==> src/design/sdaf_pkg.sv <==
// Shared constants and types for the signed decimal ASCII formatter.
package sdaf_pkg;

  // Input word width and number of decimal digits held
  localparam int VALUE_W   = 32;
  localparam int MAX_DIGITS = 10;
  localparam int BCD_W     = 4 * MAX_DIGITS;
  localparam int CHAR_W    = 6;

  // Counter widths
  localparam int BIT_CNT_W = $clog2(VALUE_W);
  localparam int DIG_CNT_W = $clog2(MAX_DIGITS + 1);

  // Character codes
  localparam logic [CHAR_W-1:0] CHAR_MINUS = 6'd45;
  localparam logic [CHAR_W-1:0] CHAR_ZERO  = 6'd48;

  // Sequencer states
  typedef enum logic [2:0] {
    ST_IDLE,
    ST_CONV,
    ST_SKIP,
    ST_SIGN,
    ST_EMIT
  } state_t;

endpackage

==> src/design/sdaf_in_if.sv <==
// Input channel: one signed value per item.
interface sdaf_in_if;
  logic                              valid;
  logic                              ready;
  logic signed [sdaf_pkg::VALUE_W-1:0] value;

  modport source (output valid, output value, input ready);
  modport sink   (input valid, input value, output ready);
endinterface

==> src/design/sdaf_out_if.sv <==
// Result channel: one ASCII character per item.
interface sdaf_out_if;
  logic                         valid;
  logic                         ready;
  logic [sdaf_pkg::CHAR_W-1:0]  ascii_char;
  logic                         last_char;

  modport source (output valid, output ascii_char, output last_char, input ready);
  modport sink   (input valid, input ascii_char, input last_char, output ready);
endinterface

==> src/design/signed_decimal_ascii_formatter.sv <==
// Top level: signed integer to decimal ASCII character stream.
//
// Each accepted value is converted with a bit-serial shift-and-add-3 loop,
// one input bit per cycle, into a ten-digit BCD shift register.
// Leading zero digits are then shifted out at one per cycle without output,
// and the characters follow at one per cycle while the sink is ready: a
// minus sign for a negative value, then the digits, most significant first,
// with last_char on the final one. A run is the accept, the conversion, the
// leading zero skip with its exit step, the sign for a negative value and the
// digits, plus any output stall.
// A new value is accepted only once the previous run has been fully taken.
module signed_decimal_ascii_formatter (
  input  logic       clk,
  input  logic       rst_n,
  sdaf_in_if.sink    in_if,
  sdaf_out_if.source out_if
);

  localparam int BCD_W = sdaf_pkg::BCD_W;

  sdaf_pkg::state_t                state_r, state_nxt;
  logic [sdaf_pkg::VALUE_W-1:0]    bin_r, bin_nxt;
  logic [BCD_W-1:0]                bcd_r, bcd_nxt;
  logic [sdaf_pkg::BIT_CNT_W-1:0]  bit_cnt_r, bit_cnt_nxt;
  logic [sdaf_pkg::DIG_CNT_W-1:0]  dig_cnt_r, dig_cnt_nxt;
  logic                            neg_r, neg_nxt;
  logic                            ovf_r, ovf_nxt;

  logic [BCD_W-1:0]                bcd_adj;
  logic [3:0]                      top_digit;
  logic                            in_fire;
  logic                            out_fire;

  assign in_fire   = in_if.valid && in_if.ready;
  assign out_fire  = out_if.valid && out_if.ready;
  assign top_digit = bcd_r[BCD_W-1 -: 4];

  // Add 3 to every digit of five or more before the next shift
  always_comb begin
    for (int i = 0; i < sdaf_pkg::MAX_DIGITS; i++) begin
      if (bcd_r[4*i +: 4] >= 4'd5) begin
        bcd_adj[4*i +: 4] = bcd_r[4*i +: 4] + 4'd3;
      end else begin
        bcd_adj[4*i +: 4] = bcd_r[4*i +: 4];
      end
    end
  end

  // Handshake and character output
  assign in_if.ready = (state_r == sdaf_pkg::ST_IDLE);
  assign out_if.valid = (state_r == sdaf_pkg::ST_SIGN) || (state_r == sdaf_pkg::ST_EMIT);
  assign out_if.ascii_char = (state_r == sdaf_pkg::ST_SIGN) ? sdaf_pkg::CHAR_MINUS :
                             (sdaf_pkg::CHAR_ZERO + {2'b00, top_digit});
  assign out_if.last_char = (state_r == sdaf_pkg::ST_EMIT) &&
                            (dig_cnt_r == sdaf_pkg::DIG_CNT_W'(1));

  // Next state and datapath
  always_comb begin
    state_nxt   = state_r;
    bin_nxt     = bin_r;
    bcd_nxt     = bcd_r;
    bit_cnt_nxt = bit_cnt_r;
    dig_cnt_nxt = dig_cnt_r;
    neg_nxt     = neg_r;
    ovf_nxt     = ovf_r;
    case (state_r)
      sdaf_pkg::ST_IDLE: begin
        if (in_fire) begin
          neg_nxt     = in_if.value[sdaf_pkg::VALUE_W-1];
          // unsigned negate gives the right magnitude for the most negative value
          bin_nxt     = in_if.value[sdaf_pkg::VALUE_W-1] ?
                        (~in_if.value + sdaf_pkg::VALUE_W'(1)) : in_if.value;
          bcd_nxt     = '0;
          bit_cnt_nxt = '0;
          ovf_nxt     = 1'b0;
          state_nxt   = sdaf_pkg::ST_CONV;
        end
      end
      sdaf_pkg::ST_CONV: begin
        bcd_nxt     = {bcd_adj[BCD_W-2:0], bin_r[sdaf_pkg::VALUE_W-1]};
        bin_nxt     = bin_r << 1;
        // a bit leaving the top digit means more digits than the buffer holds
        ovf_nxt     = ovf_r | bcd_adj[BCD_W-1];
        bit_cnt_nxt = bit_cnt_r + sdaf_pkg::BIT_CNT_W'(1);
        if (bit_cnt_r == sdaf_pkg::BIT_CNT_W'(sdaf_pkg::VALUE_W - 1)) begin
          dig_cnt_nxt = sdaf_pkg::DIG_CNT_W'(sdaf_pkg::MAX_DIGITS);
          state_nxt   = sdaf_pkg::ST_SKIP;
        end
      end
      sdaf_pkg::ST_SKIP: begin
        // drop leading zeros, keeping at least one digit
        if (!ovf_r && (top_digit == 4'd0) && (dig_cnt_r != sdaf_pkg::DIG_CNT_W'(1))) begin
          bcd_nxt     = bcd_r << 4;
          dig_cnt_nxt = dig_cnt_r - sdaf_pkg::DIG_CNT_W'(1);
        end else if (neg_r) begin
          state_nxt = sdaf_pkg::ST_SIGN;
        end else begin
          state_nxt = sdaf_pkg::ST_EMIT;
        end
      end
      sdaf_pkg::ST_SIGN: begin
        if (out_fire) begin
          state_nxt = sdaf_pkg::ST_EMIT;
        end
      end
      sdaf_pkg::ST_EMIT: begin
        if (out_fire) begin
          bcd_nxt     = bcd_r << 4;
          dig_cnt_nxt = dig_cnt_r - sdaf_pkg::DIG_CNT_W'(1);
          if (dig_cnt_r == sdaf_pkg::DIG_CNT_W'(1)) begin
            state_nxt = sdaf_pkg::ST_IDLE;
          end
        end
      end
      default: begin
        state_nxt = sdaf_pkg::ST_IDLE;
      end
    endcase
  end

  // State register
  always_ff @(posedge clk) begin
    if (!rst_n) begin
      state_r <= sdaf_pkg::ST_IDLE;
    end else begin
      state_r <= state_nxt;
    end
  end

  // Datapath registers
  always_ff @(posedge clk) begin
    bin_r     <= bin_nxt;
    bcd_r     <= bcd_nxt;
    bit_cnt_r <= bit_cnt_nxt;
    dig_cnt_r <= dig_cnt_nxt;
    neg_r     <= neg_nxt;
    ovf_r     <= ovf_nxt;
  end

  // Checks
  a_start_conv: assert property (@(posedge clk) disable iff (!rst_n)
    in_fire |=> (state_r == sdaf_pkg::ST_CONV) && (bit_cnt_r == '0))
    else $error("accepted item did not start conversion");

  a_last_ends_run: assert property (@(posedge clk) disable iff (!rst_n)
    (out_fire && out_if.last_char) |=> (state_r == sdaf_pkg::ST_IDLE))
    else $error("run did not end after last character");

  a_digit_valid: assert property (@(posedge clk) disable iff (!rst_n)
    (state_r == sdaf_pkg::ST_EMIT) |-> (top_digit <= 4'd9))
    else $error("emitted digit out of range");

  a_no_overlap: assert property (@(posedge clk) disable iff (!rst_n)
    out_if.valid |-> !in_if.ready)
    else $error("input taken while characters pending");

endmodule
==> src/flat_wrapper.sv <==
// flat-port wrapper written by rule: the top's interface ports become plain ports
module signed_decimal_ascii_formatter_flat 
  (clk, rst_n, in_if_valid, in_if_value, in_if_ready, out_if_valid, out_if_ascii_char, out_if_last_char, out_if_ready);
  sdaf_in_if in_if_i ();
  sdaf_out_if out_if_i ();
  input  logic clk;
  input  logic rst_n;
  input wire logic [$bits(in_if_i.valid)-1:0] in_if_valid;
  input wire logic [$bits(in_if_i.value)-1:0] in_if_value;
  output wire logic [$bits(in_if_i.ready)-1:0] in_if_ready;
  output wire logic [$bits(out_if_i.valid)-1:0] out_if_valid;
  output wire logic [$bits(out_if_i.ascii_char)-1:0] out_if_ascii_char;
  output wire logic [$bits(out_if_i.last_char)-1:0] out_if_last_char;
  input wire logic [$bits(out_if_i.ready)-1:0] out_if_ready;
  assign in_if_i.valid = in_if_valid;
  assign in_if_i.value = in_if_value;
  assign in_if_ready = in_if_i.ready;
  assign out_if_valid = out_if_i.valid;
  assign out_if_ascii_char = out_if_i.ascii_char;
  assign out_if_last_char = out_if_i.last_char;
  assign out_if_i.ready = out_if_ready;
  signed_decimal_ascii_formatter u_core (.clk(clk), .rst_n(rst_n), .in_if(in_if_i), .out_if(out_if_i));
endmodule
==> config.mk <==
export PLATFORM = sky130hd
export DESIGN_NAME = signed_decimal_ascii_formatter_flat
export DESIGN_NICKNAME = d
export VERILOG_FILES = /design/src/design/sdaf_pkg.sv /design/src/design/sdaf_in_if.sv /design/src/design/sdaf_out_if.sv /design/src/design/signed_decimal_ascii_formatter.sv /design/src/flat_wrapper.sv
export SDC_FILE = /design/constraint.sdc
export NUM_CORES = 1
export LEC_CHECK = 0
export ABC_AREA = 1
export BUFFER_PORTS_ARGS = -buffer_cell sky130_fd_sc_hd__buf_2
export CAP_MARGIN = 20
export CORE_ASPECT_RATIO = 0.7
export CORE_MARGIN = 4
export CORE_UTILIZATION = 61
export DETAILED_ROUTE_END_ITERATION = 6
export PLACE_DENSITY = 0.81
export SETUP_SLACK_MARGIN = 0.4
export SLEW_MARGIN = 20
export SYNTH_ARGS = -nofsm -noshare
export SYNTH_HDL_FRONTEND = slang
export SYNTH_SLANG_ARGS = --single-unit
==> constraint.sdc <==
create_clock -name clk -period 5.82 [get_ports clk]
set_input_delay 0.291 -clock clk [delete_from_list [all_inputs] [get_ports clk]]
set_output_delay 0.291 -clock clk [all_outputs]
set_load 0.02 [all_outputs]
Yosys cells after proc, flatten, opt, wreduce, memory -nomap -nowiden
Index checks and enable logic that the tools add are counted.
Widths: inputs -> output; s select.
{"block": "totals", "output_inout_bits": 9, "ff_bits": 86, "inputBits": 36, "word_cells": 98}
{"block": "classes", "bitwise_logic": 2, "eq_ne": 14, "reduce_logical": 17, "n_mux": 34, "order_cmp": 10, "addsub": 14}
{"cell": "$pmux 40 s4", "n": 1}
{"cell": "$mux 40", "n": 3}
{"cell": "$mux 32", "n": 2}
{"cell": "$pmux 32 s2", "n": 1}
{"cell": "$mux 4", "n": 13}
{"cell": "$add 4x2->4 const B", "n": 10}
{"cell": "$ge 4x3->1 const B", "n": 10}
{"cell": "$add 32x2->32 const B", "n": 1}
{"cell": "$not 32->32", "n": 1}
{"cell": "$mux 3", "n": 7}
{"cell": "$pmux 3 s5", "n": 1}
{"cell": "$pmux 4 s3", "n": 1}
{"cell": "$pmux 5 s2", "n": 1}
{"cell": "$ne 2x1->1 const B", "n": 4}
{"cell": "$reduce_and 4->1", "n": 2}
{"cell": "$add 5x5->6 const A", "n": 1}
{"cell": "$eq 3x2->1 const B", "n": 2}
{"cell": "$mux 6", "n": 1}
{"cell": "$ne 2x2->1 const B", "n": 3}
{"cell": "$reduce_and 6->1", "n": 1}
{"cell": "$add 5x1->5 const B", "n": 1}
{"cell": "$eq 5x5->1 const B", "n": 1}
{"cell": "$logic_and 1x1->1", "n": 5}
{"cell": "$mux 5", "n": 1}
{"cell": "other kinds (16)", "n": 17}

Longest topological paths before layout
{"block": "logic_depth", "word_depth": 5, "depth_mapped": 11, "depth_no_buf": 11}

Least setup slack after synthesis
OpenSTA, ideal clock, no wires.
{"block": "synth_timing", "kind": "register to register", "from": "register u_core.bcd_r[36]", "to": "register u_core.bcd_r[0] (enable)", "n_path_buf": 0, "required_time_ns": 5.333, "arrival_time_ns": 3.696, "period_less_slack_ns": 4.183, "stages_incl_launch_ff": 7, "slack_ns": 1.637, "cell_sequence": "edfxtp_1 > inv_1 > ha_1 > nand3_1 > nor2_1 > a21oi_1 > nor3_1"}
{"block": "synth_via", "elab_chain_len": 5}
{"item": "start, declared", "line_no": "signed_decimal_ascii_formatter.sv:23", "text": "logic [BCD_W-1:0] bcd_r, bcd_nxt;"}
{"item": "start signal, assigned", "line_no": "signed_decimal_ascii_formatter.sv:133", "text": "bcd_r <= bcd_nxt;"}
{"item": "$logic_not 4->1", "line_no": "signed_decimal_ascii_formatter.sv:92", "text": "if (!ovf_r && (top_digit == 4'd0) && (dig_cnt_r != sdaf_pkg::DIG_CNT_W'(1))) begin"}
{"item": "$logic_and 1x1->1 (2 in series)", "line_no": "signed_decimal_ascii_formatter.sv:92"}
{"item": "$ne 2x1->1 (no source line)"}
{"item": "$reduce_and 4->1 (no source line)"}
No other way between the ends.
A chain may end at the register's enable or synchronous reset.

Final worst setup path
{"block": "layout_timing", "from": "register u_core.state_r[0]", "to": "register u_core.bcd_r[23] (enable)"}
{"block": "layout_via", "elab_chain_len": 5, "elab_cells_between_ends": 13, "cone_classes": "eq/ne: 7; reduce/logical: 6"}
{"item": "start, declared", "line_no": "signed_decimal_ascii_formatter.sv:21", "text": "sdaf_pkg::state_t state_r, state_nxt;"}
{"item": "start signal, assigned", "line_no": "signed_decimal_ascii_formatter.sv:124", "text": "state_r <= sdaf_pkg::ST_IDLE;"}
{"item": "start signal, assigned", "line_no": "signed_decimal_ascii_formatter.sv:126", "text": "state_r <= state_nxt;"}
{"item": "$eq 3x2->1 / $eq 3x3->1 (equally long branches)", "line_no": "signed_decimal_ascii_formatter.sv:51, signed_decimal_ascii_formatter.sv:66"}
{"item": "$logic_or 1x1->1", "line_no": "signed_decimal_ascii_formatter.sv:51", "text": "assign out_if.valid = (state_r == sdaf_pkg::ST_SIGN) || (state_r == sdaf_pkg::ST_EMIT);"}
{"item": "$logic_and 1x1->1", "line_no": "signed_decimal_ascii_formatter.sv:35", "text": "assign out_fire = out_if.valid && out_if.ready;"}
{"item": "$ne 2x1->1 (no source line)"}
{"item": "$reduce_and 4->1 (no source line) *"}
Every way passes the cells marked *; elsewhere a longest branch is shown, timed or not.

==> results.md <==
- Status: complete, no violations
- TritonRoute pass-1 iters: 5
- Sequential share of the synthesized area: approximately 45%
- Synth area leaders: edfxtp_1 44%, nand2_1 10%, ha_1 5.7%
- DRC: 0
- Tot Pwr: about 3.4 mW
- CP Cell Sequence: nand3_4, inv_2, nor3_1, nor3_2, buf_4
- Internal: roughly 2.0 mW
- Synth Cell Area: 5690 um^2
- Switching Share: about two fifths
- Post-DP Area: roughly 6000 um^2
- Total core area: 9070 um^2
- Dpl ws: between 2 and 3 ns
- Synth-to-layout area growth: 11.3%
- Worst-Skew Late Latency: around 0.34 ns
- Tcrit/Tclk final: a little under three fifths
- Synth Flop Type: edfxtp_1
- Die span in y: slightly below 90 um
- Final #Nets: approximately 790
- Share of the synthesized area in the top cell type: 43.8%
- Gate power share: a little over two fifths
- Crit start category: register
- Max stage delay on crit path: roughly 0.91 ns
- Initial Util: a little over three fifths
- Pleak: around 2.7 nW
- Largest area contributor in the netlist: edfxtp_1
- Yosys reg bits: 86
- CP Buf/Inv Count: 2
- Vias: between 4000 and 5000
- Top delay family on crit path: buffers and inverters
- Syn Nets: around 760
- Warnings from Yosys: 0
- Post-CTS Setup Bufs: 0
- Synth async-reset ratio: 0%
- Critical Path End Type: register
- Layout Skew: 0.00659 ns
- Avg Synthesized Cell Area: ~8.2 um^2
- Maximum vdd drop: ~0.3 mV
- Max_slew headroom: a little over two fifths
- GR Overflow Total: 0
- Crit path DAT: approximately 3.3 ns
- Post-Route WL: ~13000 um
- DR WL met2: just under 6000 um
- Final ANT Viol Nets: 0
- Clock Power Share: ~18%
- Count of final setup violators: 0
- Top sig layer: met4
- Pwr/cell area: roughly 540 nW/um^2
- CTS max path bufs: 2
- Rows: 29
- RSZ-0062 raised after global routing: no
- Gr usage total: about a quarter
- First-pass GRT wire length: 20700 um
- Top-count cell post-synth: nand2_1
- Initial DRC Count: approximately 460
- Number of global-route vias before repair: about 4500
- WL met1: roughly 6000 um
- Layout cells sized above 1: 13.4%
- Vias/cell: 5.65
- Die area: ~11000 um^2
- Hpwl dp: around 9100 um
- Fmax achieved: approximately 0.3 GHz
- Num ports: 45
- Reg clk slew, reported paths: about 0.06 ns
- Cell variety after synth: 37
- Net switching power: 1.41 mW
- TritonCTS clock tree: yes
- Diode count: 0
- Met3 wire length: slightly below 800 um
- Final Max Tran Viols: 0
- Post-CTS Resized: 0
- Worst slew pin tran: between 0.8 and 0.9 ns
- Slowest cell on crit path: inv_2
- Die width: around 120 um
- Final hold violation count: 0
- Setup tns final: 0 ns
- Initial antenna violation count: 0
- TritonCTS Buffers: 9
- Worst EP required: ~5.8 ns
- Sequential Power Share: 39.8%
- Worst Setup Slack, final: 2.52 ns
- Largest net degree at the start of global routing: 65
- Root buffer cell: clkbuf_16
- Hold_buf cts: 0
- Final instance area: about 6300 um^2
- Tmin final: roughly 3.3 ns
- H-tree depth: 3
- Post-synth top cells: 153 x nand2_1, 84 x inv_1, 83 x edfxtp_1, 82 x nor2_1
- Fillers: roughly 720
- Crit path max fanout: 64
- Hold Crit Class: in -> reg
- Crit Path Category: reg -> reg
- Maxcap violations: 0
- Port Buffers: 43
- Routability Congestion: just under 0.9
- EDFF count, synth: 83
- CTS sink cnt: 86
- Wire per inst: between 10 and 15 um
- Syn Inst Count: ~700
[registers in the layout, indices dropped and copies added (netlist names)]
name and count:
u_core.bit_cnt_r 5, u_core.bin_r 32, u_core.bcd_r 40, u_core.ovf_r 1
u_core.neg_r 1, u_core.dig_cnt_r 4, u_core.state_r 3
[worst register-to-register path: cells and delay by family (launching register included)]
kind	cells	cell delay, ns
DFF	1	0.50
buffers and inverters	2	1.41
and+or+nand+nor	3	0.99
[power groups by stage]
stage / combinational [mW] / sequential [mW] / clock (mW)
2_1_floorplan: 1.09 / 1.33 / 0
3_3_place_gp: 1.32 / 1.35 / 0
3_5_place_dp: 1.40 / 1.36 / 0
4_1_cts: 1.42 / 1.36 / 0.618
5_1_grt: 1.64 / 1.39 / 0.646
6_report: 1.45 / 1.36 / 0.608
[metrics by stage]
step / hold slack, ns / utilization (%) / instances
final: 0.206 / 69.8 / 861
after detailed placement: 0.509 / 66.0 / 844
after CTS: 0.196 / 69.5 / 860
after global placement: 0.501 / 66.0 / 844
after floorplan: 0.390 / - / 695
after global routing: 0.218 / 69.8 / 861
[routing by layer]
metal	global-route usage, %	vias up
li1	-	2418
met4	8.24	0
met3	4.73	13
met5	0	-
met2	38.2	159
met1	33.4	2272
[area by class of cell]
| type | instances | area (um^2) | share of cell area (%) |
|---|---|---|---|
| clock buffer | 10 | 229 | 3.62 |
| clock inverter | 6 | 86.3 | 1.36 |
| inverter | 92 | 345 | 5.46 |
| multi-input combinational | 497 | 2700 | 42.7 |
| sequential | 86 | 2550 | 40.3 |
| tap | 124 | 155 | 2.45 |
| timing repair buffer | 46 | 258 | 4.07 |
[worst paths after layout]
path	startpoint	endpoint	slack, ns	cells past startpoint
worst max-delay path	u_core.state_r[0]	u_core.bcd_r[23]	2.52	5
worst min-delay path	rst_n	u_core.state_r[2]	0.21	3
worst max register to register	u_core.state_r[0]	u_core.bcd_r[23]	2.52	5
worst min register to register	u_core.bin_r[17]	u_core.bin_r[18]	0.53	2
[layout by cell type (no fill, tap or decap), drive strengths merged]
cell type	n
dfxtp	3
a211oi	1
xnor2	3
or2	2
buf	46
a31oi	2
conb	1
a21oi	32
clkinvlp	1
nor3b	1
nor2	90
nand3b	7
o22ai	2
bufinv	2
clkinv	3
inv	92
xor2	15
nand4	6
nand2	155
o32ai	11
ha	26
o211ai	4
edfxtp	83
nor3	5
clkbuf	10
nand3	47
o21ai	86
o31ai	1
[cells by family after synthesis]
kind of cell	count (synthesis)	synth area share (%)
buffers and inverters	112	7.90
AND/OR/NAND/NOR	313	23.9
adder cells (fa/ha/maj)	26	5.72
flip-flops	86	44.9
other	1	0.0659
XOR/XNOR	18	2.77
AO/OA/AOI/OAI	139	14.8
No activity file was read; power rests on OpenSTA's default activity.
